===== src/rtl/core/tci_pkg.sv =====
// ----------------------------------------------------------------------------
// tci_pkg: shared definitions of the interval timer
// Field widths, reset values, register codes and the command and status
// bundles that join the controller and the datapath.
// ----------------------------------------------------------------------------
package tci_pkg;

	localparam int SampleW  = 8;
	localparam int CyclesW  = 24;
	localparam int SecondsW = 16;
	localparam int TicksW   = 8;
	localparam int AddrW    = 5;
	localparam int DataW    = 32;
	localparam int NumW     = 15;
	localparam int DivW     = 8;

	localparam int TICKS_PER_SECOND_DEF = 100;

	localparam int NominalTicks = 100;
	localparam int MinTicks     = 50;
	localparam int MaxTicks     = 200;
	localparam int FastGain     = 50;
	localparam int SlowGain     = 100;

	localparam logic [SampleW-1:0]  TEMP_LOW_RST         = 8'd84;
	localparam logic [SampleW-1:0]  TEMP_MID_RST         = 8'd107;
	localparam logic [SampleW-1:0]  TEMP_HIGH_RST        = 8'd141;
	localparam logic [CyclesW-1:0]  WAIT_CYCLE_COUNT_RST = 24'd43200;
	localparam logic [SecondsW-1:0] RELAY_SECONDS_RST    = 16'd240;

	localparam logic [2:0] REG_TEMP_LOW         = 3'd0;
	localparam logic [2:0] REG_TEMP_MID         = 3'd1;
	localparam logic [2:0] REG_TEMP_HIGH        = 3'd2;
	localparam logic [2:0] REG_WAIT_CYCLE_COUNT = 3'd3;
	localparam logic [2:0] REG_RELAY_SECONDS    = 3'd4;

	typedef struct packed {
		logic [SampleW-1:0]  temp_low;
		logic [SampleW-1:0]  temp_mid;
		logic [SampleW-1:0]  temp_high;
		logic [CyclesW-1:0]  wait_cycle_count;
		logic [SecondsW-1:0] relay_seconds;
	} cfg_t;

	typedef struct packed {
		logic capture;
		logic div_start;
		logic apply;
	} dp_cmd_t;

	typedef struct packed {
		logic need_div;
		logic div_busy;
		logic out_free;
	} dp_stat_t;

endpackage


===== src/rtl/core/tci_regs.sv =====
// ----------------------------------------------------------------------------
// tci_regs: configuration register file
// Holds thresholds and phase lengths, written and read over the APB port.
// ----------------------------------------------------------------------------
module tci_regs (
	input  logic                        clk,
	input  logic                        arst_n,
	input  logic                        psel,
	input  logic                        penable,
	input  logic                        pwrite,
	input  logic [tci_pkg::AddrW-1:0]   paddr,
	input  logic [tci_pkg::DataW-1:0]   pwdata,
	output logic [tci_pkg::DataW-1:0]   prdata,
	output logic                        pready,
	output tci_pkg::cfg_t               cfg
);

	logic       wr;
	logic [2:0] idx;

	assign pready = 1'b1;
	assign wr     = psel & penable & pwrite & pready;
	assign idx    = paddr[tci_pkg::AddrW-1:2];

	always_ff @(posedge clk or negedge arst_n) begin
		if (!arst_n) begin
			cfg.temp_low         <= tci_pkg::TEMP_LOW_RST;
			cfg.temp_mid         <= tci_pkg::TEMP_MID_RST;
			cfg.temp_high        <= tci_pkg::TEMP_HIGH_RST;
			cfg.wait_cycle_count <= tci_pkg::WAIT_CYCLE_COUNT_RST;
			cfg.relay_seconds    <= tci_pkg::RELAY_SECONDS_RST;
		end else if (wr) begin
			unique case (idx)
				tci_pkg::REG_TEMP_LOW: begin
					cfg.temp_low <= pwdata[tci_pkg::SampleW-1:0];
				end
				tci_pkg::REG_TEMP_MID: begin
					cfg.temp_mid <= pwdata[tci_pkg::SampleW-1:0];
				end
				tci_pkg::REG_TEMP_HIGH: begin
					cfg.temp_high <= pwdata[tci_pkg::SampleW-1:0];
				end
				tci_pkg::REG_WAIT_CYCLE_COUNT: begin
					cfg.wait_cycle_count <= pwdata[tci_pkg::CyclesW-1:0];
				end
				tci_pkg::REG_RELAY_SECONDS: begin
					cfg.relay_seconds <= pwdata[tci_pkg::SecondsW-1:0];
				end
				default: begin
				end
			endcase
		end
	end

	always_comb begin
		unique case (idx)
			tci_pkg::REG_TEMP_LOW:         prdata = tci_pkg::DataW'(cfg.temp_low);
			tci_pkg::REG_TEMP_MID:         prdata = tci_pkg::DataW'(cfg.temp_mid);
			tci_pkg::REG_TEMP_HIGH:        prdata = tci_pkg::DataW'(cfg.temp_high);
			tci_pkg::REG_WAIT_CYCLE_COUNT: prdata = tci_pkg::DataW'(cfg.wait_cycle_count);
			tci_pkg::REG_RELAY_SECONDS:    prdata = tci_pkg::DataW'(cfg.relay_seconds);
			default:                       prdata = '0;
		endcase
	end

endmodule


===== src/rtl/core/tci_div.sv =====
// ----------------------------------------------------------------------------
// tci_div: iterative unsigned divider
// Restoring division, one quotient bit per cycle, most significant first.
// ----------------------------------------------------------------------------
module tci_div (
	input  logic                       clk,
	input  logic                       arst_n,
	input  logic                       start,
	input  logic [tci_pkg::NumW-1:0]   dividend,
	input  logic [tci_pkg::DivW-1:0]   divisor,
	output logic                       busy,
	output logic [tci_pkg::NumW-1:0]   quotient
);

	localparam int CntW = $clog2(tci_pkg::NumW + 1);

	logic [tci_pkg::DivW-1:0] rem_q;
	logic [tci_pkg::DivW-1:0] den_q;
	logic [tci_pkg::NumW-1:0] quo_q;
	logic [CntW-1:0]          cnt_q;
	logic                     busy_q;
	logic [tci_pkg::DivW:0]   trial;
	logic [tci_pkg::DivW:0]   diff;
	logic                     fits;
	logic [tci_pkg::DivW-1:0] rem_n;

	always_comb begin
		trial = {rem_q, quo_q[tci_pkg::NumW-1]};
		diff  = trial - {1'b0, den_q};
		fits  = trial >= {1'b0, den_q};
		rem_n = fits ? diff[tci_pkg::DivW-1:0] : trial[tci_pkg::DivW-1:0];
	end

	always_ff @(posedge clk or negedge arst_n) begin
		if (!arst_n) begin
			busy_q <= 1'b0;
			cnt_q  <= '0;
		end else if (start) begin
			busy_q <= 1'b1;
			cnt_q  <= CntW'(tci_pkg::NumW);
		end else if (busy_q) begin
			cnt_q <= cnt_q - 1'b1;
			if (cnt_q == CntW'(1)) begin
				busy_q <= 1'b0;
			end
		end
	end

	always_ff @(posedge clk) begin
		if (start) begin
			rem_q <= '0;
			quo_q <= dividend;
			den_q <= divisor;
		end else if (busy_q) begin
			rem_q <= rem_n;
			quo_q <= {quo_q[tci_pkg::NumW-2:0], fits};
		end
	end

	assign busy     = busy_q;
	assign quotient = quo_q;

	a_cnt_live: assert property (@(posedge clk) disable iff (!arst_n)
		busy_q |-> (cnt_q != '0))
		else $error("divider busy with empty step count");

endmodule


===== src/rtl/core/tci_dp.sv =====
// ----------------------------------------------------------------------------
// tci_dp: timer datapath
// Sample clamp, cycle length from the iterative divider, phase counters and
// the output register.
// ----------------------------------------------------------------------------
module tci_dp #(
	parameter int TICKS_PER_SECOND = tci_pkg::TICKS_PER_SECOND_DEF
) (
	input  logic                          clk,
	input  logic                          arst_n,
	input  tci_pkg::cfg_t                 cfg,
	input  logic [tci_pkg::SampleW-1:0]   adc_sample,
	input  tci_pkg::dp_cmd_t              cmd,
	output tci_pkg::dp_stat_t             stat,
	output logic                          out_valid,
	input  logic                          out_ready,
	output logic                          relay_on,
	output logic                          led_on,
	output logic                          cycle_end
);

	localparam int SubW = $clog2(TICKS_PER_SECOND + 1);
	localparam logic [SubW-1:0] SubLimit = SubW'(TICKS_PER_SECOND);
	localparam logic signed [16:0] TNom = 17'(tci_pkg::NominalTicks);
	localparam logic signed [16:0] TMin = 17'(tci_pkg::MinTicks);
	localparam logic signed [16:0] TMax = 17'(tci_pkg::MaxTicks);

	logic [tci_pkg::SampleW-1:0]  sample_q;
	logic                         relay_q;
	logic                         led_q;
	logic [tci_pkg::CyclesW-1:0]  cycles_q;
	logic [tci_pkg::TicksW-1:0]   ticks_q;
	logic [tci_pkg::SecondsW-1:0] seconds_q;
	logic [SubW-1:0]              subtick_q;
	logic                         out_valid_q;
	logic                         relay_on_q;
	logic                         led_on_q;
	logic                         cycle_end_q;

	logic signed [9:0]            s_ext, lo_ext, mid_ext, hi_ext, s_clamp, v, d, v_abs, d_abs;
	logic                         v_neg, d_neg, d_zero, q_neg;
	logic [tci_pkg::NumW-1:0]     num_mag;
	logic [tci_pkg::NumW-1:0]     q_mag;
	logic signed [16:0]           q_ext, t_div, t_sel;
	logic [tci_pkg::TicksW-1:0]   t_new;
	logic                         div_busy;

	logic                         ew_relay;
	logic                         n_relay, n_led, n_end;
	logic [tci_pkg::CyclesW-1:0]  n_cycles, c_dec;
	logic [tci_pkg::TicksW-1:0]   n_ticks, t_cur, t_dec;
	logic [tci_pkg::SecondsW-1:0] n_seconds, s_dec;
	logic [SubW-1:0]              n_subtick, st_inc;

	// cycle length
	always_comb begin
		s_ext   = $signed({2'b00, sample_q});
		lo_ext  = $signed({2'b00, cfg.temp_low});
		mid_ext = $signed({2'b00, cfg.temp_mid});
		hi_ext  = $signed({2'b00, cfg.temp_high});
		if (s_ext < lo_ext) begin
			s_clamp = lo_ext;
		end else if (s_ext > hi_ext) begin
			s_clamp = hi_ext;
		end else begin
			s_clamp = s_ext;
		end
		v      = s_clamp - mid_ext;
		v_neg  = v[9];
		d      = v_neg ? (mid_ext - lo_ext) : (hi_ext - mid_ext);
		d_neg  = d[9];
		d_zero = (d == '0);
		v_abs  = v_neg ? -v : v;
		d_abs  = d_neg ? -d : d;
		q_neg  = v_neg ^ d_neg;
		num_mag = tci_pkg::NumW'(v_abs[7:0]) *
			(v_neg ? tci_pkg::NumW'(tci_pkg::SlowGain) : tci_pkg::NumW'(tci_pkg::FastGain));
		q_ext = $signed({2'b00, q_mag});
		t_div = q_neg ? (TNom + q_ext) : (TNom - q_ext);
		if (d_zero) begin
			if (v_neg) begin
				t_sel = TMax;
			end else if (v == '0) begin
				t_sel = TNom;
			end else begin
				t_sel = TMin;
			end
		end else if (t_div < TMin) begin
			t_sel = TMin;
		end else if (t_div > TMax) begin
			t_sel = TMax;
		end else begin
			t_sel = t_div;
		end
		t_new = t_sel[tci_pkg::TicksW-1:0];
	end

	tci_div u_div (
		.clk      (clk),
		.arst_n   (arst_n),
		.start    (cmd.div_start),
		.dividend (num_mag),
		.divisor  (d_abs[tci_pkg::DivW-1:0]),
		.busy     (div_busy),
		.quotient (q_mag)
	);

	// phase update
	always_comb begin
		ew_relay  = (cfg.wait_cycle_count == '0) && (cfg.relay_seconds != '0);
		n_relay   = relay_q;
		n_led     = led_q;
		n_end     = 1'b0;
		n_cycles  = cycles_q;
		n_ticks   = ticks_q;
		n_seconds = seconds_q;
		n_subtick = subtick_q;
		t_cur     = (ticks_q == '0) ? t_new : ticks_q;
		t_dec     = t_cur - 1'b1;
		c_dec     = cycles_q - 1'b1;
		s_dec     = seconds_q - 1'b1;
		st_inc    = subtick_q + 1'b1;
		if ((!relay_q && cycles_q == '0) || (relay_q && seconds_q == '0)) begin
			n_relay  = ew_relay;
			n_led    = ew_relay;
			n_ticks  = '0;
			n_cycles = cfg.wait_cycle_count;
			if (ew_relay) begin
				n_seconds = cfg.relay_seconds;
				n_subtick = '0;
			end
		end else if (!relay_q) begin
			n_ticks = t_dec;
			if (t_dec == '0) begin
				n_end    = 1'b1;
				n_led    = ~led_q;
				n_cycles = c_dec;
				if (c_dec == '0) begin
					if (cfg.relay_seconds != '0) begin
						n_relay   = 1'b1;
						n_led     = 1'b1;
						n_seconds = cfg.relay_seconds;
						n_subtick = '0;
					end else begin
						n_relay  = 1'b0;
						n_led    = 1'b0;
						n_ticks  = '0;
						n_cycles = cfg.wait_cycle_count;
					end
				end
			end
		end else begin
			if (st_inc >= SubLimit) begin
				n_subtick = '0;
				n_seconds = s_dec;
				if (s_dec == '0) begin
					n_relay  = ew_relay;
					n_led    = ew_relay;
					n_ticks  = '0;
					n_cycles = cfg.wait_cycle_count;
					if (ew_relay) begin
						n_seconds = cfg.relay_seconds;
					end
				end
			end else begin
				n_subtick = st_inc;
			end
		end
	end

	always_ff @(posedge clk or negedge arst_n) begin
		if (!arst_n) begin
			relay_q     <= 1'b0;
			led_q       <= 1'b0;
			cycles_q    <= tci_pkg::WAIT_CYCLE_COUNT_RST;
			ticks_q     <= '0;
			seconds_q   <= '0;
			subtick_q   <= '0;
			out_valid_q <= 1'b0;
		end else begin
			if (cmd.apply) begin
				relay_q   <= n_relay;
				led_q     <= n_led;
				cycles_q  <= n_cycles;
				ticks_q   <= n_ticks;
				seconds_q <= n_seconds;
				subtick_q <= n_subtick;
			end
			if (cmd.apply) begin
				out_valid_q <= 1'b1;
			end else if (out_ready) begin
				out_valid_q <= 1'b0;
			end
		end
	end

	always_ff @(posedge clk) begin
		if (cmd.capture) begin
			sample_q <= adc_sample;
		end
		if (cmd.apply) begin
			relay_on_q  <= n_relay;
			led_on_q    <= n_led;
			cycle_end_q <= n_end;
		end
	end

	assign stat.need_div = !relay_q && (cycles_q != '0) && (ticks_q == '0) && !d_zero;
	assign stat.div_busy = div_busy;
	assign stat.out_free = !out_valid_q || out_ready;

	assign out_valid = out_valid_q;
	assign relay_on  = relay_on_q;
	assign led_on    = led_on_q;
	assign cycle_end = cycle_end_q;

	a_relay_led: assert property (@(posedge clk) disable iff (!arst_n)
		relay_q |-> led_q)
		else $error("relay phase with led off");

	a_ticks_range: assert property (@(posedge clk) disable iff (!arst_n)
		ticks_q < tci_pkg::TicksW'(tci_pkg::MaxTicks))
		else $error("tick count out of range");

	a_subtick_range: assert property (@(posedge clk) disable iff (!arst_n)
		subtick_q < SubLimit)
		else $error("subtick count out of range");

endmodule


===== src/rtl/core/tci_ctrl.sv =====
// ----------------------------------------------------------------------------
// tci_ctrl: timer controller
// Sequences one beat through capture, optional division and state update.
// ----------------------------------------------------------------------------
module tci_ctrl (
	input  logic                clk,
	input  logic                arst_n,
	input  logic                in_valid,
	output logic                in_ready,
	input  tci_pkg::dp_stat_t   stat,
	output tci_pkg::dp_cmd_t    cmd
);

	localparam logic [1:0] S_IDLE  = 2'd0;
	localparam logic [1:0] S_PREP  = 2'd1;
	localparam logic [1:0] S_DIV   = 2'd2;
	localparam logic [1:0] S_APPLY = 2'd3;

	logic [1:0] state_q;
	logic [1:0] state_n;

	assign in_ready      = (state_q == S_IDLE);
	assign cmd.capture   = in_valid && in_ready;
	assign cmd.div_start = (state_q == S_PREP) && stat.need_div;
	assign cmd.apply     = (state_q == S_APPLY) && stat.out_free;

	always_comb begin
		state_n = state_q;
		unique case (state_q)
			S_IDLE: begin
				if (cmd.capture) begin
					state_n = S_PREP;
				end
			end
			S_PREP: begin
				state_n = stat.need_div ? S_DIV : S_APPLY;
			end
			S_DIV: begin
				if (!stat.div_busy) begin
					state_n = S_APPLY;
				end
			end
			S_APPLY: begin
				if (stat.out_free) begin
					state_n = S_IDLE;
				end
			end
			default: begin
				state_n = S_IDLE;
			end
		endcase
	end

	always_ff @(posedge clk or negedge arst_n) begin
		if (!arst_n) begin
			state_q <= S_IDLE;
		end else begin
			state_q <= state_n;
		end
	end

	a_div_started: assert property (@(posedge clk) disable iff (!arst_n)
		cmd.div_start |=> stat.div_busy)
		else $error("divider did not start");

	a_idle_div: assert property (@(posedge clk) disable iff (!arst_n)
		in_ready |-> !stat.div_busy)
		else $error("divider busy while idle");

endmodule


===== src/rtl/core/temp_compensated_interval_timer_top.sv =====
// ----------------------------------------------------------------------------
// temp_compensated_interval_timer_top: temperature-scaled interval timer
// One beat per tick; wait cycles scaled by the thermistor sample, then a
// relay phase of whole seconds.
// ----------------------------------------------------------------------------
// sequence: capture in idle, then prep, then div while the 15-step divider
// runs when a new wait cycle starts, then apply, which registers the result
// once the output is free; the next beat is taken only after apply
// reset: asynchronous; state registers take their defaults, wait phase with
// relay and led off; sample, output and divider data registers are not reset
module temp_compensated_interval_timer_top #(
	parameter int TICKS_PER_SECOND = tci_pkg::TICKS_PER_SECOND_DEF
) (
	input  logic                          clk,
	input  logic                          arst_n,
	input  logic                          psel,
	input  logic                          penable,
	input  logic                          pwrite,
	input  logic [tci_pkg::AddrW-1:0]     paddr,
	input  logic [tci_pkg::DataW-1:0]     pwdata,
	output logic [tci_pkg::DataW-1:0]     prdata,
	output logic                          pready,
	input  logic                          in_valid,
	output logic                          in_ready,
	input  logic [tci_pkg::SampleW-1:0]   adc_sample,
	output logic                          out_valid,
	input  logic                          out_ready,
	output logic                          relay_on,
	output logic                          led_on,
	output logic                          cycle_end
);

	tci_pkg::cfg_t      cfg;
	tci_pkg::dp_cmd_t   cmd;
	tci_pkg::dp_stat_t  stat;

	tci_regs u_regs (
		.clk     (clk),
		.arst_n  (arst_n),
		.psel    (psel),
		.penable (penable),
		.pwrite  (pwrite),
		.paddr   (paddr),
		.pwdata  (pwdata),
		.prdata  (prdata),
		.pready  (pready),
		.cfg     (cfg)
	);

	tci_ctrl u_ctrl (
		.clk      (clk),
		.arst_n   (arst_n),
		.in_valid (in_valid),
		.in_ready (in_ready),
		.stat     (stat),
		.cmd      (cmd)
	);

	tci_dp #(
		.TICKS_PER_SECOND (TICKS_PER_SECOND)
	) u_dp (
		.clk        (clk),
		.arst_n     (arst_n),
		.cfg        (cfg),
		.adc_sample (adc_sample),
		.cmd        (cmd),
		.stat       (stat),
		.out_valid  (out_valid),
		.out_ready  (out_ready),
		.relay_on   (relay_on),
		.led_on     (led_on),
		.cycle_end  (cycle_end)
	);

endmodule


===== config.mk =====
export PLATFORM = sky130hd
export DESIGN_NAME = temp_compensated_interval_timer_top
export DESIGN_NICKNAME = d
export VERILOG_FILES = /design/src/rtl/core/tci_pkg.sv /design/src/rtl/core/tci_regs.sv /design/src/rtl/core/tci_div.sv /design/src/rtl/core/tci_dp.sv /design/src/rtl/core/tci_ctrl.sv /design/src/rtl/core/temp_compensated_interval_timer_top.sv
export SDC_FILE = /design/constraint.sdc
export NUM_CORES = 1
export LEC_CHECK = 0
export BUFFER_PORTS_ARGS = -buffer_cell sky130_fd_sc_hd__buf_4
export CAP_MARGIN = 5
export CORE_MARGIN = 10
export CORE_UTILIZATION = 35
export CTS_BUF_LIST = sky130_fd_sc_hd__clkbuf_4
export DETAILED_ROUTE_END_ITERATION = 7
export PLACE_DENSITY = 0.55
export SYNTH_ARGS = -nofsm -noshare
export SYNTH_HDL_FRONTEND = slang
export SYNTH_SLANG_ARGS = --single-unit

===== constraint.sdc =====
create_clock -name clk -period 12.5 [get_ports clk]
set_input_delay 3.75 -clock clk [delete_from_list [all_inputs] [get_ports clk]]
set_output_delay 3.75 -clock clk [all_outputs]
set_load 0.005 [all_outputs]

==> metrics.cfg, run 1 <==
[logic_synthesis]
syn-mean-instance-area_um2=8.65
netlist_instances=1569
yosysSeqAreaShare=0.327
syn_area_mm2=0.0136
ys_warn_count=0
synth.distinct_cells=85
yosys_register_bits=171
async_flop_share=0.754
synthFlopType=dfrtp_1
synth_edf_count=34

[job]
drv_cap=0

[worst_setup_path]
reg2reg_slack_ns=2.52
r2r_start=u_regs.cfg[57]
arrival_ns=10.51
slowest_delay_ns=0.78
cpMaxStageDelayCell=a21oi_1
r2r_cells=36
path_max_fanout=38
start_kind=flip-flop
crit_path_end_kind=flip-flop
critPathKind=reg2reg
cpMostUsedCell=ha_1
critPathRequiredTime_ns=13.04
timing.rr.end=u_dp.cycles_q[22]

[clock_tree]
cts_sinks=171
cts_hold_buf=0
clock_path_buffers=2
cts_tree=built
cts_buffers=17
post_cts.repair.setup_buffers=0
clk_pin_slew_ns=0.17
cts_resized=0
cts-htree-levels=4
insertion_delay_ns=0.64
cts_root_buffer=clkbuf_4

[global_route]
first_global_vias=11224
grt_first_pass_wirelength_um=59900
grt_max_degree=86
grt_overflow=0
grt_use_total=0.155
antenna_found_initial=1

[drt]
wl_per_cell_um=17.0
wl_um=36300
vias=11542
drt-initial-drc-count=753
via_per_inst=5.41
drc_errors=0
drtAntennaViolNets=0
dr.pass1.iters=5

[timing]
fin_skew_ns=0.0333
finalWorstPathRequiredPeriod_ns=9.98
max_slew_margin=0.343
hold_violations=0
rsz0062_at_grt=no
report.final.slew_viol_count=0
period_share=0.798
fin_tns_setup_ns=0
finalSetupViolations=0
worst_slew_pin_slew_ns=0.985
max_freq_ghz=0.100

[placed_design]
dp_hpwl_um=27600
io_buffers=70
place.gp.congestion=0.881

[min_path]
worstHoldPathCells=2
whs_endpoint=u_dp.u_div.rem_q[4]
hp-class=reg2reg
min_from=u_dp.u_div.rem_q[4]

[die]
die_x_um=217
rows=72
io_pins=90
die-area_mm2=0.0471
core_mm2=0.0385
die_h_um=217
start_util=0.353

[cells_and_area]
nets=1778
drive_above_1_share=0.145
area_growth_pct=9.49

[status]
outcome=finished clean

registers in the layout (all words and copies together) (netlist names):
register	cells
u_dp.subtick_q	7
u_dp.relay_on	1
u_dp.u_div.quotient	15
u_dp.sample_q	8
u_dp.led_q	1
u_dp.led_on	1
u_ctrl.state_q	2
u_dp.u_div.busy	1
u_dp.ticks_q	8
u_dp.cycles_q	24
u_dp.u_div.cnt_q	4
u_dp.relay_q	1
u_regs.cfg	64
u_dp.u_div.rem_q	8
u_dp.cycle_end	1
u_dp.out_valid	1
u_dp.u_div.den_q	8
u_dp.seconds_q	16
how the worst max path moves through the flow:
stage	startpoint	end	slack [ns]	depth (start not counted)
detailed placement	u_regs.cfg[57]	u_dp.cycles_q[22]	2.63	36
floorplan	paddr[3]	prdata[10]	4.08	4
CTS	u_regs.cfg[57]	u_dp.cycles_q[22]	2.60	36
finish	u_regs.cfg[57]	u_dp.cycles_q[22]	2.52	36
global route	u_regs.cfg[57]	u_dp.cycles_q[22]	1.48	36
global placement	u_regs.cfg[57]	u_dp.cycles_q[22]	2.72	36
placed cells by master (no fill, tap or decap), drive strengths merged, types with 12 or more instances in the layout:
master / count
xor2: 27
nor4: 27
or2: 14
clkbuf: 17
buf: 84
a22oi: 17
a211oi: 16
dfstp: 26
nor2b: 19
o21ai: 148
a21o: 16
a2bb2oi: 15
and3: 16
nand4: 17
nand2: 152
xnor2: 36
o22ai: 12
nand3: 52
edfxtp: 34
and2: 17
a21oi: 101
or3: 12
fa: 21
ha: 104
nand2b: 22
nor2: 123
nor3: 34
mux2i: 15
nor3b: 12
inv: 105
mux2: 47
dfrtp: 103
cell usage after synthesis, drive strengths merged (5+ instances only):
library cell / count / area, µm²
o21ai: 148 / 741
mux2i: 15 / 150
fa: 21 / 420
nand4: 17 / 113
a21oi: 101 / 554
nand3b: 7 / 52.6
xnor2: 36 / 315
or2: 14 / 87.6
or3: 12 / 75.1
edfxtp: 34 / 1020
ha: 104 / 1300
xor2: 27 / 236
nand3: 52 / 260
and4: 5 / 43.8
nor3: 34 / 170
o21a: 6 / 45.0
a21boi: 7 / 56.3
mux2: 47 / 529
a31oi: 11 / 68.8
buf: 21 / 144
a211oi: 16 / 140
dfrtp: 103 / 2580
o211ai: 7 / 57.6
nor4: 27 / 175
dfstp: 26 / 683
clkbuf: 59 / 221
a31o: 5 / 43.8
nand2: 152 / 571
o31ai: 8 / 60.1
and2: 17 / 106
o21bai: 5 / 37.5
and3: 16 / 100
nor2: 123 / 469
a22oi: 17 / 128
dfxtp: 8 / 160
or4: 5 / 37.5
a22o: 11 / 96.3
nand2b: 22 / 138
nor2b: 19 / 119
o22ai: 12 / 75.1
nor3b: 12 / 90.1
a2bb2oi: 15 / 131
inv: 95 / 357
a21o: 16 / 120
layout make-up:
cell class | instances | area [µm²]
fillers | 3931 | 23600
multi-input cells | 1232 | 8490
flip-flops and latches | 171 | 4440
well taps | 518 | 648
repair buffers | 84 | 634
inverters | 95 | 357
clock inverters | 15 | 168
clock buffers | 17 | 128
diodes | 1 | 2.50
per-stage QoR:
step	instance area, µm²	worst slack (ns)	util	hold slack, ns	instances
finish	14900	2.52	0.386	0.525	2133
CTS	14900	2.60	0.386	0.529	2132
global placement	14600	2.72	0.379	0.479	2100
global route	14900	1.48	0.386	0.554	2133
floorplan	13600	4.08	-	0.461	1578
detailed placement	14600	2.63	0.379	0.497	2100
logic make-up after synthesis:
| logic type | after synthesis | share of synthesized area |
|---|---|---|
| AND/OR/NAND/NOR | 541 | 0.197 |
| AO/OA/AOI/OAI | 430 | 0.205 |
| buffers and inverters | 175 | 0.0532 |
| flip-flops | 171 | 0.327 |
| adder cells (fa/ha/maj) | 125 | 0.127 |
| XOR/XNOR | 63 | 0.0406 |
| multiplexers | 62 | 0.0500 |
| other | 2 | 0.000553 |
per-layer routing:
| layer | share of wire | GRT usage |
|---|---|---|
| met1 | 0.50 | 0.213 |
| met4 | 0.013 | 0.0394 |
| met2 | 0.46 | 0.249 |
| met3 | 0.032 | 0.0226 |
| met5 | 0 | 0 |
critical path: cells and delay by family, from the launching register on:
| family | cells | cell delay (ns) |
|---|---|---|
| AOI/OAI and AO/OA | 16 | 4.26 |
| and+or+nand+nor | 10 | 2.29 |
| adders and majority gates | 4 | 1.20 |
| muxes | 3 | 0.95 |
| buffers and inverters | 3 | 0.73 |
| DFF | 1 | 0.43 |
Power of run 1 is not shown: default switching activity piles up to over one toggle a cycle in this logic, so the estimate is an artifact.
==> inputs of run 2 (changes only) <==
clock period = 9.18 ns   (was 12.5 ns; I/O delays follow)
==> metrics.cfg, run 2 (synthesis results as in run 1) <==
[worst_setup_path]
critPathRequiredTime_ns=9.75  ; -3.29 ns
start_kind=flip-flop
slowest_delay_ns=0.62  ; -0.16 ns
reg2reg_slack_ns=0.86  ; -1.67 ns
cpMaxStageDelayCell=or4_1
arrival_ns=8.89  ; -1.62 ns
cpMostUsedCell=ha_1
r2r_start=u_regs.cfg[57]
path_max_fanout=28  ; -26%
r2r_cells=38  ; +5.6%
critPathKind=reg2reg
crit_path_end_kind=flip-flop
timing.rr.end=u_dp.cycles_q[22]

[global_route]
grt_max_degree=73  ; -15%
grt_overflow=0  ; unchanged
antenna_found_initial=1  ; unchanged
grt_use_total=0.156  ; +0.00112
first_global_vias=11253  ; +0.26%
grt_first_pass_wirelength_um=60200  ; +0.51%

[min_path]
hp-class=reg2reg
whs_endpoint=u_dp.u_div.rem_q[4]
worstHoldPathCells=2  ; unchanged
min_from=u_dp.u_div.rem_q[4]

[timing]
worst_slew_pin_slew_ns=1.01  ; +0.0295 ns
max_freq_ghz=0.120  ; +20%
fin_tns_setup_ns=0  ; unchanged
fin_skew_ns=0.0366  ; +0.00331 ns
report.final.slew_viol_count=0  ; unchanged
finalWorstPathRequiredPeriod_ns=8.32  ; -1.65 ns
finalSetupViolations=0  ; unchanged
max_slew_margin=0.318  ; -0.0254
period_share=0.906  ; +0.108
hold_violations=0  ; unchanged
rsz0062_at_grt=no

[placed_design]
io_buffers=70  ; unchanged
dp_hpwl_um=27900  ; +0.89%
place.gp.congestion=0.869  ; -1.4%

[drt]
drt-initial-drc-count=929  ; +23%
vias=11531  ; -0.095%
drtAntennaViolNets=0  ; unchanged
drc_errors=0  ; unchanged
via_per_inst=5.39  ; -0.38%
wl_um=36400  ; +0.29%
wl_per_cell_um=17.0  ; about the same
dr.pass1.iters=5  ; unchanged

[cells_and_area]
multiInputGateArea_mm2=0.00851  ; +0.24%
final_cell_mix=nand2_1 (152), o21ai_0 (136), nor2_1 (120)
top_regs=u_regs.cfg (64), u_dp.cycles_q (24), u_dp.seconds_q (16)
drive_above_1_share=0.151  ; +0.00564
seq_area_mm2=0.00444  ; unchanged
fillCellCount=3960  ; +0.74%
largest_reg_flops=64  ; unchanged
regMostFlops=u_regs.cfg
area_growth_pct=9.87
nets=1784  ; +0.34%
final_common_cell=nand2_1

[clock_tree]
cts_sinks=171  ; unchanged
cts-htree-levels=4  ; unchanged
cts_buffers=17  ; unchanged
cts_tree=built
cts_hold_buf=0  ; unchanged
clock_path_buffers=2  ; unchanged
cts_root_buffer=clkbuf_4
clk_pin_slew_ns=0.17  ; about the same
insertion_delay_ns=0.67  ; +0.03 ns

[job]
drv_cap=0  ; unchanged

[die]
rows=72  ; unchanged
core_mm2=0.0385  ; unchanged
die_h_um=217  ; unchanged
start_util=0.353  ; unchanged
io_pins=90  ; unchanged
die-area_mm2=0.0471  ; unchanged
die_x_um=217  ; unchanged

[status]
outcome=finished clean

[run 2: per-layer routing]
| metal | routed length, µm | vias up | track usage |
|---|---|---|---|
| li1 | - | 5734 | - |
| met1 | 17800 | 5545 | 0.214 |
| met2 | 16700 | 217 | 0.248 |
| met3 | 1390 | 35 | 0.0239 |
| met4 | 493 | 0 | 0.0438 |
| met5 | 0 | - | 0 |
[run 2: critical path, delay by kind of cell (launching register included)]
| kind | cells | cell delay (ns) |
|---|---|---|
| compound gates | 16 | 3.26 |
| simple gates | 11 | 1.87 |
| buf+inv | 4 | 0.77 |
| mux | 3 | 0.82 |
| fa+ha+maj | 4 | 1.08 |
| flops | 1 | 0.44 |
[run 2: how the worst max path moves through the flow]
| stage | startpoint | end | slack [ns] | cells after the start |
|---|---|---|---|---|
| final | u_regs.cfg[57] | u_dp.cycles_q[22] | 0.86 | 38 |
| after global routing | u_regs.cfg[57] | u_dp.cycles_q[22] | 0.01 | 38 |
| after CTS | u_regs.cfg[41] | u_dp.cycles_q[22] | 0.57 | 35 |
| after detailed placement | u_regs.cfg[41] | u_dp.cycles_q[22] | 0.58 | 35 |
| after global placement | u_regs.cfg[41] | u_dp.cycles_q[22] | 0.72 | 35 |
| after floorplan | u_regs.cfg[57] | u_dp.u_div.quotient[14] | 1.29 | 37 |
[run 2: repair_timing]
action / CTS / global route
buffers inserted: 0 / 0
hold endpoints to repair: 0 / 0
endpoints found under the setup margin: 0 / 54
gates resized for setup: 0 / 5
[run 2: cell type report]
| cell class | count | area share |
|---|---|---|
| Multi-Input combinational cell | 1232 | 0.570 |
| Clock inverter | 14 | 0.00956 |
| Timing Repair Buffer | 90 | 0.0458 |
| Inverter | 95 | 0.0239 |
| Clock buffer | 18 | 0.00906 |
| Sequential cell | 171 | 0.298 |
| Antenna cell | 1 | 0.000168 |
| Tap cell | 518 | 0.0434 |
[run 2: stage by stage]
step                      hold slack [ns]  instances  instance area, µm²  utilization  worst slack, ns
final                               0.522       2139               14900        0.388            0.860
after global routing                0.562       2139               14900        0.388           0.0120
after CTS                           0.527       2138               14900        0.387            0.573
after detailed placement            0.490       2106               14600        0.380            0.580
after global placement              0.481       2106               14600        0.380            0.717
after floorplan                     0.461       1578               13600            -             1.29
Power of run 2 is left out for the same reason.
